==> config.mk <==
export PLATFORM = sky130hd
export DESIGN_NAME = stepper_leveling_controller_unit
export DESIGN_NICKNAME = d
export VERILOG_FILES = /design/src/hw/rtl/slc_pkg.sv /design/src/hw/rtl/slc_step.sv /design/src/hw/rtl/stepper_leveling_controller_unit.sv
export VERILOG_INCLUDE_DIRS = /design/src /design/src/hw/rtl
export SDC_FILE = /design/constraint.sdc
export NUM_CORES = 1
export LEC_CHECK = 0
export CORE_UTILIZATION = 55
export DETAILED_ROUTE_END_ITERATION = 8
export DONT_BUFFER_PORTS = 1
export MAX_ROUTING_LAYER = met4
export PLACE_DENSITY_LB_ADDON = 0.05
export SLEW_MARGIN = 20
export SYNTH_ARGS = -nofsm -noshare
export SYNTH_HDL_FRONTEND = slang
export SYNTH_SLANG_ARGS = --single-unit
==> constraint.sdc <==
create_clock -name clk -period 8.6 [get_ports clk]
set_clock_uncertainty 0.1 [all_clocks]
set_input_delay 0.43 -clock clk [delete_from_list [all_inputs] [get_ports clk]]
set_output_delay 0.43 -clock clk [all_outputs]
set_load 0.02 [all_outputs]
==> src/hw/rtl/assert_macros.svh <==
// Assertion macros used by the top-level RTL file.
`ifndef ASSERT_MACROS_SVH
`define ASSERT_MACROS_SVH
`ifndef SYNTH
// Implication checked on every rising clock edge outside reset.
`define ASSERT_CLKD(label, clk, rst_n, prop, msg) \
    label: assert property (@(posedge clk) disable iff (!rst_n) (prop)) else $error(msg);
// Condition that must never be true outside reset.
`define ASSERT_NEVER(label, clk, rst_n, cond, msg) \
    label: assert property (@(posedge clk) disable iff (!rst_n) !(cond)) else $error(msg);
`else
`define ASSERT_CLKD(label, clk, rst_n, prop, msg)
`define ASSERT_NEVER(label, clk, rst_n, cond, msg)
`endif
`endif

==> src/hw/rtl/slc_pkg.sv <==
// Types and constants of the stepper leveling controller.
`timescale 1ns / 1ps
package slc_pkg;

    localparam logic [5:0]  POS_MAX    = 6'd63;
    localparam logic [5:0]  POS_CENTER = 6'd32;
    localparam logic [11:0] STUCK_SAT  = 12'd4095;
    localparam logic [3:0]  RETRY_SAT  = 4'd15;

    localparam logic [11:0] RST_STUCK_TIMEOUT = 12'd100;
    localparam logic [3:0]  RST_RETRY_LIMIT   = 4'd3;
    localparam logic [7:0]  RST_FULL_TRAVEL   = 8'd64;
    localparam logic [7:0]  RST_CENTERING     = 8'd32;

    typedef enum logic [1:0] {
        CFG_STUCK_TIMEOUT = 2'd0,
        CFG_RETRY_LIMIT   = 2'd1,
        CFG_FULL_TRAVEL   = 2'd2,
        CFG_CENTERING     = 2'd3
    } cfg_idx_t;

    typedef enum logic [2:0] {
        PH_MIN_REQ  = 3'd0,
        PH_MIN_WAIT = 3'd1,
        PH_MAX_REQ  = 3'd2,
        PH_MAX_WAIT = 3'd3,
        PH_CTR_REQ  = 3'd4,
        PH_CTR_WAIT = 3'd5,
        PH_TRACK    = 3'd6
    } phase_t;

    typedef struct packed {
        logic [11:0] stuck_timeout_ticks;
        logic [3:0]  retry_limit;
        logic [7:0]  full_travel_steps;
        logic [7:0]  centering_steps;
    } cfg_t;

    typedef struct packed {
        phase_t      phase;
        phase_t      previous_phase;
        logic [11:0] stuck_count;
        logic [3:0]  retry_count;
        logic        awaiting_move;
        logic [5:0]  believed_position;
        logic [5:0]  goal_position;
        logic [5:0]  pending_position;
        logic        auto_flag;
    } state_t;

    typedef struct packed {
        logic       motor_idle;
        logic [7:0] manual_level;
        logic [7:0] sensor_level;
        logic       auto_request;
    } item_t;

    typedef struct packed {
        logic       move_cmd;
        logic       move_up;
        logic [7:0] move_steps;
        logic [5:0] position_now;
        logic [5:0] position_goal;
        logic       auto_active;
        logic       referenced;
        logic       halted;
    } result_t;

endpackage

==> src/hw/rtl/slc_step.sv <==
// Per-tick next-state and result logic of the leveling controller.
`timescale 1ns / 1ps
module slc_step (
    input  slc_pkg::state_t  st,
    input  slc_pkg::cfg_t    cfg,
    input  slc_pkg::item_t   item,
    output slc_pkg::state_t  st_next,
    output slc_pkg::result_t res
);
    import slc_pkg::*;

    state_t     s;
    logic       halted;
    logic       cmd_valid;
    logic       cmd_up;
    logic [7:0] cmd_steps;
    logic [7:0] level;
    logic [5:0] goal;

    always_comb
    begin
        s         = st;
        cmd_valid = 1'b0;
        cmd_up    = 1'b0;
        cmd_steps = 8'd0;
        level     = item.auto_request ? item.sensor_level : item.manual_level;
        goal      = (level > {2'b00, POS_MAX}) ? POS_MAX : level[5:0];

        // timeout restarts referencing
        if (s.stuck_count >= cfg.stuck_timeout_ticks)
        begin
            s.phase         = PH_MIN_REQ;
            s.awaiting_move = 1'b0;
            s.stuck_count   = 12'd0;
            if (s.retry_count < RETRY_SAT)
                s.retry_count = s.retry_count + 4'd1;
        end

        halted = (s.retry_count >= cfg.retry_limit);

        if (!halted)
        begin
            if (s.phase != PH_TRACK)
            begin
                case (s.phase)
                    PH_MIN_REQ:
                        if (item.motor_idle)
                        begin
                            cmd_valid = 1'b1;
                            cmd_steps = cfg.full_travel_steps;
                            s.phase   = PH_MIN_WAIT;
                        end
                    PH_MIN_WAIT:
                        if (item.motor_idle)
                        begin
                            s.believed_position = 6'd0;
                            s.phase             = PH_MAX_REQ;
                        end
                    PH_MAX_REQ:
                        if (item.motor_idle)
                        begin
                            cmd_valid = 1'b1;
                            cmd_up    = 1'b1;
                            cmd_steps = cfg.full_travel_steps;
                            s.phase   = PH_MAX_WAIT;
                        end
                    PH_MAX_WAIT:
                        if (item.motor_idle)
                        begin
                            s.believed_position = POS_MAX;
                            s.phase             = PH_CTR_REQ;
                        end
                    PH_CTR_REQ:
                        if (item.motor_idle)
                        begin
                            cmd_valid = 1'b1;
                            cmd_steps = cfg.centering_steps;
                            s.phase   = PH_CTR_WAIT;
                        end
                    PH_CTR_WAIT:
                        if (item.motor_idle)
                        begin
                            s.believed_position = POS_CENTER;
                            s.goal_position     = POS_CENTER;
                            s.pending_position  = POS_CENTER;
                            s.phase             = PH_TRACK;
                        end
                    default:
                        s.phase = PH_TRACK;
                endcase
                if (s.phase != PH_TRACK && s.phase == s.previous_phase)
                begin
                    if (s.stuck_count < STUCK_SAT)
                        s.stuck_count = s.stuck_count + 12'd1;
                end
                else
                begin
                    s.stuck_count = 12'd0;
                end
                s.previous_phase = s.phase;
            end
            else if (item.motor_idle)
            begin
                if (s.awaiting_move)
                begin
                    s.believed_position = s.pending_position;
                    s.awaiting_move     = 1'b0;
                end
                else
                begin
                    s.auto_flag     = item.auto_request;
                    s.goal_position = goal;
                    if (goal != s.believed_position)
                    begin
                        cmd_valid = 1'b1;
                        if (goal > s.believed_position)
                        begin
                            cmd_up    = 1'b1;
                            cmd_steps = {2'b00, goal - s.believed_position};
                        end
                        else
                        begin
                            cmd_steps = {2'b00, s.believed_position - goal};
                        end
                        s.pending_position = goal;
                        s.awaiting_move    = 1'b1;
                    end
                end
            end
        end

        st_next           = s;
        res.move_cmd      = cmd_valid;
        res.move_up       = cmd_up;
        res.move_steps    = cmd_steps;
        res.position_now  = s.believed_position;
        res.position_goal = s.goal_position;
        res.auto_active   = s.auto_flag;
        res.referenced    = (s.phase == PH_TRACK);
        res.halted        = halted;
    end

endmodule

==> src/hw/rtl/stepper_leveling_controller_unit.sv <==
// Top level of the stepper leveling controller.
// Each input transaction is one control tick and yields exactly one result
// transaction in the next cycle. A tick is taken in every cycle in which the
// result register is empty or being drained, so the sustained rate is one
// tick per clock, as the state update that feeds the state registers and the
// result register is combinational. Configuration is written through the cfg
// port (index 0 timeout, 1 retry limit, 2 full travel steps, 3 centering
// steps) and is always ready.
`timescale 1ns / 1ps
`include "assert_macros.svh"
module stepper_leveling_controller_unit (
    input  logic        clk,
    input  logic        rst_n,
    input  logic        s_tvalid,
    output logic        s_tready,
    input  logic [23:0] s_tdata,   // motor_idle, manual_level[7:0], sensor_level[7:0], zero pad
    input  logic [0:0]  s_tuser,   // auto_request
    output logic        m_tvalid,
    input  logic        m_tready,
    // move_cmd, move_up, move_steps[7:0], position_now[5:0],
    // position_goal[5:0], auto_active, referenced, halted, zero pad
    output logic [31:0] m_tdata,
    input  logic        cfg_valid,
    output logic        cfg_ready,
    input  logic [1:0]  cfg_index,
    input  logic [11:0] cfg_data
);
    import slc_pkg::*;

    cfg_t    cfg_reg;
    state_t  state_reg;
    state_t  state_next;
    item_t   item;
    result_t res;
    logic    m_tvalid_reg;
    logic [31:0] m_tdata_reg;
    logic    accept;

    assign item.motor_idle   = s_tdata[0];
    assign item.manual_level = s_tdata[8:1];
    assign item.sensor_level = s_tdata[16:9];
    assign item.auto_request = s_tuser[0];

    assign s_tready  = !m_tvalid_reg || m_tready;
    assign accept    = s_tvalid && s_tready;
    assign cfg_ready = 1'b1;
    assign m_tvalid  = m_tvalid_reg;
    assign m_tdata   = m_tdata_reg;

    slc_step u_step (
        .st      (state_reg),
        .cfg     (cfg_reg),
        .item    (item),
        .st_next (state_next),
        .res     (res)
    );

    always_ff @(posedge clk or negedge rst_n)
    begin
        if (!rst_n)
        begin
            cfg_reg.stuck_timeout_ticks <= RST_STUCK_TIMEOUT;
            cfg_reg.retry_limit         <= RST_RETRY_LIMIT;
            cfg_reg.full_travel_steps   <= RST_FULL_TRAVEL;
            cfg_reg.centering_steps     <= RST_CENTERING;
        end
        else if (cfg_valid && cfg_ready)
        begin
            case (cfg_idx_t'(cfg_index))
                CFG_STUCK_TIMEOUT: cfg_reg.stuck_timeout_ticks <= cfg_data;
                CFG_RETRY_LIMIT:   cfg_reg.retry_limit         <= cfg_data[3:0];
                CFG_FULL_TRAVEL:   cfg_reg.full_travel_steps   <= cfg_data[7:0];
                CFG_CENTERING:     cfg_reg.centering_steps     <= cfg_data[7:0];
                default:           cfg_reg <= cfg_reg;
            endcase
        end
    end

    always_ff @(posedge clk or negedge rst_n)
    begin
        if (!rst_n)
        begin
            state_reg.phase             <= PH_MIN_REQ;
            state_reg.previous_phase    <= PH_MIN_REQ;
            state_reg.stuck_count       <= 12'd0;
            state_reg.retry_count       <= 4'd0;
            state_reg.awaiting_move     <= 1'b0;
            state_reg.believed_position <= POS_CENTER;
            state_reg.goal_position     <= POS_CENTER;
            state_reg.pending_position  <= POS_CENTER;
            state_reg.auto_flag         <= 1'b0;
            m_tvalid_reg                <= 1'b0;
        end
        else
        begin
            if (accept)
            begin
                state_reg    <= state_next;
                m_tvalid_reg <= 1'b1;
            end
            else if (m_tready)
            begin
                m_tvalid_reg <= 1'b0;
            end
        end
    end

    always_ff @(posedge clk)
    begin
        if (accept)
            m_tdata_reg <= {7'd0, res.halted, res.referenced, res.auto_active,
                            res.position_goal, res.position_now, res.move_steps,
                            res.move_up, res.move_cmd};
    end

    `ASSERT_CLKD(a_accept_gives_result, clk, rst_n, accept |=> m_tvalid, "tick lost")
    `ASSERT_CLKD(a_wait_only_tracking, clk, rst_n,
        state_reg.awaiting_move |-> (state_reg.phase == PH_TRACK), "pending move outside tracking")
    `ASSERT_CLKD(a_no_stuck_in_track, clk, rst_n,
        (state_reg.phase == PH_TRACK) |-> (state_reg.stuck_count == 12'd0),
        "stuck timer running while tracking")
    `ASSERT_NEVER(a_halted_no_move, clk, rst_n, m_tvalid && m_tdata[24] && m_tdata[0],
        "move issued while halted")

endmodule
---- Word level (Yosys, flattened, before mapping) ----
Index checks and enable logic that the tools add are counted.
operators by class
  $add $sub $neg .......................... 4
  $lt $le $gt $ge ......................... 6
  eq/ne operators ......................... 16
  mux-type cells .......................... 53
  bitwise logic cells ..................... 1
  reductions and logical operators ........ 17
operator list
  cell                                                 count
  two-way mux 18 bit                                   4
  two-way mux 8 bit                                    6
  two-way mux 6 bit                                    7
  two-way mux 20 bit                                   2
  two-way mux 12 bit                                   3
  two-way mux 3 bit                                    9
  case mux 3 bit (6 select lines)                      1
  case mux 6 bit (3 select lines)                      1
  two-way mux 17 bit                                   1
  two-way mux 1 bit                                    16
  case mux 8 bit (2 select lines)                      1
  two-way mux 13 bit                                   1
  adder 12 x 1 -> 12 bit, second input constant        1
  greater-or-equal comparator 12 bit                   1
  less-than comparator 12 bit, second input constant   1
  subtractor 6 bit                                     2
  equality test 3 bit, second input constant           3
  > comparator 8 x 6 -> 1 bit, second input constant   1
  AND reduction 2 bit                                  4
  AND reduction 7 bit                                  1
  equality test 3 x 2 -> 1 bit, second input constant  2
  > comparator 6 bit                                   1
  != test 3 bit, second input constant                 2
  != test 6 bit                                        1
  other kinds (20)                                     25
word-level totals
  register bits after elaboration ......... 100
  input port bits ......................... 44
  output and inout port bits .............. 35
  logic and storage cells ................. 113

---- Longest topological paths before layout ----
Gate-level depths: netlist of the first run.
  depth in word-level cells ............... 12
  gate-level depth with buffers ........... 18
  depth with buffers taken out ............ 17

---- Cells and area by module ----
Synthesis of the first run repeated with hierarchy kept, for this count alone.
second synthesis, totals
  cell total of the unflattened synthesis .. 532
  area total of the unflattened synthesis .. 6,012.0 sq um
modules (own cells, without submodules)
  module                            instances  cells each  area each (sq um)  sequential area each (sq um)
  stepper_leveling_controller_unit  1          197         3,674.8            2,640.0
  slc_step                          1          335         2,337.2            0.0

---- Worst setup path before layout of the first run ----
No wires, ideal clock.
  kind .................................... register to register
  start ................................... reg cfg_reg[26] (netlist name)
  end ..................................... reg m_tdata_reg[15], in the netlist m_tdata[15] (data pin)
  setup time .............................. 0.302 ns
  arrival time ............................ 3.863 ns
  data required time ...................... 8.198 ns
  path slack .............................. 4.335 ns
  cell stages (with the launch flop) ...... 16
  buffers on the path ..................... 1
  period minus slack after synthesis ...... 4.265 ns
  cells stage by stage .................... dfstp_2 > inv_1 > ha_1 > nand4_1 > nor3_1 > a31o_2 > nor2_2 > a31oi_1 > mux2_2 > ha_1 > a21o_1 > a31oi_1 > inv_1 > clkbuf_1 > nor4_1 > a222oi_1
RTL lines
  what                    line                                     RTL
  start, declared         stepper_leveling_controller_unit.sv:30   cfg_t cfg_reg;
  start signal, assigned  stepper_leveling_controller_unit.sv:74   default: cfg_reg <= cfg_reg;
  end signal, assigned    stepper_leveling_controller_unit.sv:111  m_tdata_reg <= {7'd0, res.halted, res.referenced, res.auto_active,
  end, declared           stepper_leveling_controller_unit.sv:36   logic [31:0] m_tdata_reg;

==> results of run 1 <==
[metal layers]
layer / GRT usage / up-vias / part of all wire
li1: - / 2179 / -
met1: 0.375 / 2312 / 0.46
met2: 0.436 / 168 / 0.46
met3: 0.0538 / 23 / 0.062
met4: 0.0804 / 0 / 0.017
met5: - / - / 0
[final timing paths]
kind | endpoint | slack [ns] | cells after the start
max in group asynchronous | state_reg[12]$_DFFE_PN1P_ | 7.53 | 2
min in group asynchronous | cfg_reg[0]$_DFFE_PN0P_ | 0.48 | 2
hold / removal | cfg_reg[25]$_DFFE_PN1P_ | 0.04 | 2
setup / recovery | state_reg[17]$_DFFE_PN0P_ | 3.20 | 15
hold reg to reg | state_reg[8]$_DFFE_PN0P_ | 0.40 | 1
setup reg to reg | state_reg[17]$_DFFE_PN0P_ | 3.20 | 15
[cell type report]
| cell class | count | area [um2] |
|---|---|---|
| flip-flops and latches | 100 | 2640 |
| clock buffers | 9 | 124 |
| fillers | 907 | 4120 |
| inverters | 39 | 146 |
| well taps | 136 | 170 |
| repair buffers | 9 | 90.1 |
| clock inverters | 7 | 78.8 |
| multi-input cells | 419 | 3000 |
[Yosys cell counts, types with 11 or more instances]
master and instances:
a21oi_1 18, a221o_1 11, a31oi_1 14, clkbuf_1 20, dfrtp_1 65, edfxtp_1 25
ha_1 29, inv_1 39, mux2_2 29, nand2_1 45, nand2b_1 11, nand3_1 16
nand4_1 16, nor2_1 21, nor4_1 14, o21ai_0 46
[critical path: stages (launching register included)]
cell and delay (ns):
dfrtp_1 0.45, inv_1 0.11, ha_1 0.27, nand2b_1 0.15, a2111o_1 0.46, a31oi_4 0.35, nand2_2 0.31, nand4_1 0.19
mux2_2 0.36, ha_1 0.29, a21o_1 0.16, a31oi_1 0.16, buf_4 0.23, nand2_1 0.45, nor4_1 0.99, a221o_1 0.30
[power breakdown]
group,internal (mW),switching (mW)
combinational,0.298,0.419
sequential,0.636,0.153
clock,0.116,0.193
total,1.05,0.765
[per-stage QoR]
stage	worst slack, ns	total power [mW]	area, um2	hold WS (ns)	instances
2_1_floorplan	4.33	1.31	5930	0.0344	592
3_3_place_gp	3.27	1.47	6000	0.0361	701
3_5_place_dp	3.15	1.49	6010	0.0364	701
4_1_cts	3.13	1.81	6250	0.0403	719
5_1_grt	2.82	1.94	6250	0.0374	719
6_report	3.20	1.81	6250	0.0449	719
[cell families (layout without fill, tap and decap cells)]
kind of cell	Yosys count	after routing	share of synthesized area
xor gates and xnor gates	11	11	0.0163
and+or+nand+nor	173	173	0.158
adders and majority gates	31	31	0.0682
AOI/OAI and AO/OA	159	159	0.188
other	2	8	0.00127
buffers and inverters	73	64	0.0523
DFF	100	100	0.447
muxes	37	37	0.0688
==> qor.txt, run 1 <==
CP Max Fanout: 18
IO Port Bufs: 0
Die X: 106 um
largest net degree at the start of global routing: 76
Setup crit start kind: flop
setup TNS: 0 ns
start of the worst register-to-register path: state_reg[24]$_DFFE_PN0P_
share of cells above drive strength 1: 0.129
post-synth top area share: 0.275
async set or reset register ratio after synthesis: 0.750
top_reg_cell synth: dfrtp_1
Rows: 37
min cycle time layout: 5.40 ns
initial antenna violation count: 0
RSZ-0062 raised after global routing: false
dpl hpwl: 10100 um
height of the die: 106 um
CTS Buf Count: 9
Critical path origin: state_reg[24]$_DFFE_PN0P_
Skew-Pair Late Insertion Delay: 0.39 ns
deepest clock path buffer count: 2
Worst Path Arrival: 5.61 ns
Hold Path Origin: cfg_data[5]
crit path kind: flop to flop
grt ovf: 0
fin util: 0.603
initial core utilization: 0.570
max reg flops: 42
Nets: 653
commonest non-fill, non-tap cells in the layout: dfrtp_1 (65), o21ai_0 (46), nand2_1 (45)
placer congestion estimate: 0.831
routed vias: 4682
TritonCTS clock tree: yes
Antenna Violating Nets Remaining: 0
HP Class: primary input to flop
Mean Syn Cell Area: 10.1 um2
P&R area growth vs syn: 5.80%
vias in the first global route: 4606
Pleak: 2.58 nW
routed len/inst: 20.0 um
CP Capture Type: flop
first-pass GRT wire length: 23600 um
commonest non-fill, non-tap cell in the layout: dfrtp_1
# diodes: 0
CTS HTree Levels: 3
WP data required: 8.81 ns
Root Buffer: clkbuf_8
drc violations: 0
number of flops mapped to enable cells by yosys: 25
synth top area cells: dfrtp_1 (28%), edfxtp_1 (13%), ha_1 (6.1%)
Max Freq: 0.185 GHz
maximum vdd drop: 144 uV
average vias per placed instance: 6.51
All-Layer GR Usage: 0.280
Slew headroom: 0.272
Setup Buffers After CTS: 0
final hold viol count: 0
Power per Cell Area: 290 nW/um2
Synth area leader: dfrtp_1
register bit total from synthesis: 100
final worst-path cycle share: 0.628
synthesized instance count: 586
total routed wirelength: 14400 um
Max-Cap Viols: 0
outcome: finished clean
clk sink count: 100
drt pass-1 iters: 5
Hold Buf Count CTS: 2
Finish-stage setup viols: 0
Max Slew Vio Count: 0
register area share after synthesis: 0.447
core box area: 10400 um2
# IOs: 79
post-synth cell types: 71
Worst-Margin Slew: 1.08 ns
Syn. warnings: 0
DRT iter0 DRCs: 461
Worst-path clk slew: 0.13 ns
Post-Syn Area: 5910 um2
post-CTS resize count: 0
Die Area: 11200 um2
(Power assumes the default switching activity.)
==> run 2, diff against run 1 <==
==> constraint.sdc (replaced) <==
create_clock -name clk -period 4.7 [get_ports clk]
set_clock_uncertainty 0.1 [all_clocks]
set_input_delay 0.235 -clock clk [delete_from_list [all_inputs] [get_ports clk]]
set_output_delay 0.235 -clock clk [all_outputs]
set_load 0.02 [all_outputs]
==> run 2 against run 1 <==
Net effect: utilization rose by 2.6 points; die area unchanged; wire length increased by 3.4%; global-route usage rose by 0.47 points; non-clock buffer count rose by 28; first-iteration DRC count fell by 16%; largest cell class unchanged; largest power group unchanged.
==> qor.txt, run 2 (synthesis gave the netlist of run 1 again) <==
TritonCTS clock tree: yes
Switch Pwr: 1.38 mW
min cycle time layout: 4.41 ns
commonest non-fill, non-tap cell in the layout: dfrtp_1
drc violations: 0
Pleak: 2.73 nW
share of cells above drive strength 1: 0.147
Root Buffer: clkbuf_8
WP data required: 4.71 ns
grt ovf: 0
Die X: 106 um
Nets: 681
sequential power share: 0.425
final worst-path cycle share: 0.939
# IOs: 79
Slew headroom: 0.439
P&R area growth vs syn: 10.4%
total routed wirelength: 14900 um
Cells after DPL: 714
Rows: 37
Die Area: 11200 um2
Finished Layout Cells: 747
largest net degree at the start of global routing: 76
RSZ-0062 raised after global routing: true
Finish-stage setup viols: 0
commonest non-fill, non-tap cells in the layout: dfrtp_1 (65), nand2_1 (45), o21ai_0 (45)
Worst-path clk slew: 0.10 ns
HP Class: primary input to flop
crit path kind: flop to flop
initial core utilization: 0.570
drt pass-1 iters: 5
deepest clock path buffer count: 2
Worst Path Arrival: 4.42 ns
CTS Buf Count: 9
Skew-Pair Late Insertion Delay: 0.38 ns
average vias per placed instance: 6.47
dpl hpwl: 10400 um
final hold viol count: 0
internal power: 2.04 mW
routed vias: 4834
placer congestion estimate: 0.880
CP Max Fanout: 24
WHS Endpoint: state_reg[19]$_DFFE_PN0P_
All-Layer GR Usage: 0.285
max reg flops: 42
Max Freq: 0.227 GHz
maximum vdd drop: 366 uV
setup TNS: 0 ns
clock power share: 0.180
Setup Buffers After CTS: 0
worst reg2reg path depth: 16
gr busiest metal: met2
Reg2Reg Setup Slack: 0.29 ns
outcome: finished clean
Power per Cell Area: 523 nW/um2
Hold Path Cell Cnt: 3
# diodes: 0
first-pass GRT wire length: 23900 um
Reg-to-Reg End: m_tdata[15]$_DFFE_PP_
Max-Cap Viols: 0
CP Capture Type: flop
Antenna Violating Nets Remaining: 0
start of the worst register-to-register path: state_reg[24]$_DFFE_PN0P_
Max Slew Vio Count: 0
height of the die: 106 um
Setup crit start kind: flop
DRT iter0 DRCs: 387
vias in the first global route: 4584
Worst-Margin Slew: 0.840 ns
IO Port Bufs: 0
CTS HTree Levels: 3
Hold Path Origin: s_tdata[0]
sw frac: 0.403
initial antenna violation count: 0
grt met1 use: 0.398
core box area: 10400 um2
clk sink count: 100
GRT met2 Usage: 0.420
GR Layer Usage met3: 0.0544
combinational fraction of design power: 0.395
routed len/inst: 19.9 um
==> run 2: cell types whose count changed in the layout (fill, tap and decap cells not counted), moves of 2 or more <==
cell,change
buf_4,+12
dlygate4sd3_1,+15
inv_8,-2
clkinv_8,-2
==> run 2: per-stage QoR <==
stage               total power [mW]  setup slack [ns]  hold WS, ns   util  cell area [um2]
finish                          3.41             0.287       0.0324  0.629             6530
global route                    3.62           -0.0204       0.0980  0.629             6530
CTS                             3.40             0.273      0.00627  0.627             6500
detailed placement              2.75             0.302       -0.159  0.588             6100
global placement                2.71             0.354       -0.159  0.588             6100
floorplan                       2.39             0.435       -0.161      -             5930
==> run 2: cell type report <==
cell class	instances	area [um2]
tap	136	170
sequential	100	2640
clock buffer	12	166
clock inverter	4	52.6
fill	859	3840
inverter	39	146
multi-input combinational	419	3010
timing repair buffer	37	342
==> run 2: per-layer routing <==
layer | routed length, um | part of all wire
met1 | 6880 | 0.46
met2 | 6870 | 0.46
met3 | 875 | 0.059
met4 | 233 | 0.016
met5 | 0 | 0
==> run 2: worst max-delay path by stage <==
stage | to | cells after the start | from
final | m_tdata[15]$_DFFE_PP_ | 16 | state_reg[24]$_DFFE_PN0P_
after global routing | state_reg[26]$_DFFE_PN0P_ | 16 | state_reg[24]$_DFFE_PN0P_
after CTS | state_reg[26]$_DFFE_PN0P_ | 16 | state_reg[24]$_DFFE_PN0P_
after detailed placement | state_reg[26]$_DFFE_PN0P_ | 16 | state_reg[24]$_DFFE_PN0P_
after global placement | state_reg[26]$_DFFE_PN0P_ | 16 | state_reg[24]$_DFFE_PN0P_
after floorplan | m_tdata[15]$_DFFE_PP_ | 15 | cfg_reg[26]$_DFFE_PN1P_
==> run 2: worst max-delay path, cell delays in order, from the launching register on <==
cell and delay (ns):
dfrtp_1 0.42, inv_1 0.10, ha_1 0.27, nand2b_1 0.14, a2111o_1 0.47, a31o_2 0.33
nor2_2 0.17, a31oi_1 0.11, mux2_2 0.33, ha_1 0.27, a21o_1 0.16, a31oi_1 0.21
inv_1 0.19, buf_4 0.27, nor4_2 0.28, buf_4 0.20, a222oi_1 0.12
==> run 2: power by group through the flow <==
| stage | registers (mW) | clock network, mW | logic, mW |
|---|---|---|---|
| 6_report | 1.45 | 0.613 | 1.35 |
| 5_1_grt | 1.48 | 0.655 | 1.49 |
| 4_1_cts | 1.44 | 0.626 | 1.33 |
| 3_5_place_dp | 1.46 | 0 | 1.29 |
| 3_3_place_gp | 1.45 | 0 | 1.26 |
| 2_1_floorplan | 1.35 | 0 | 1.04 |
==> run 2: repair_timing <==
item                                   in CTS  in global routing
setup endpoints to repair                   0                 15
endpoints found under the hold margin     114                  0
hold buffers                               17                  0
gates resized for setup                     0                  6
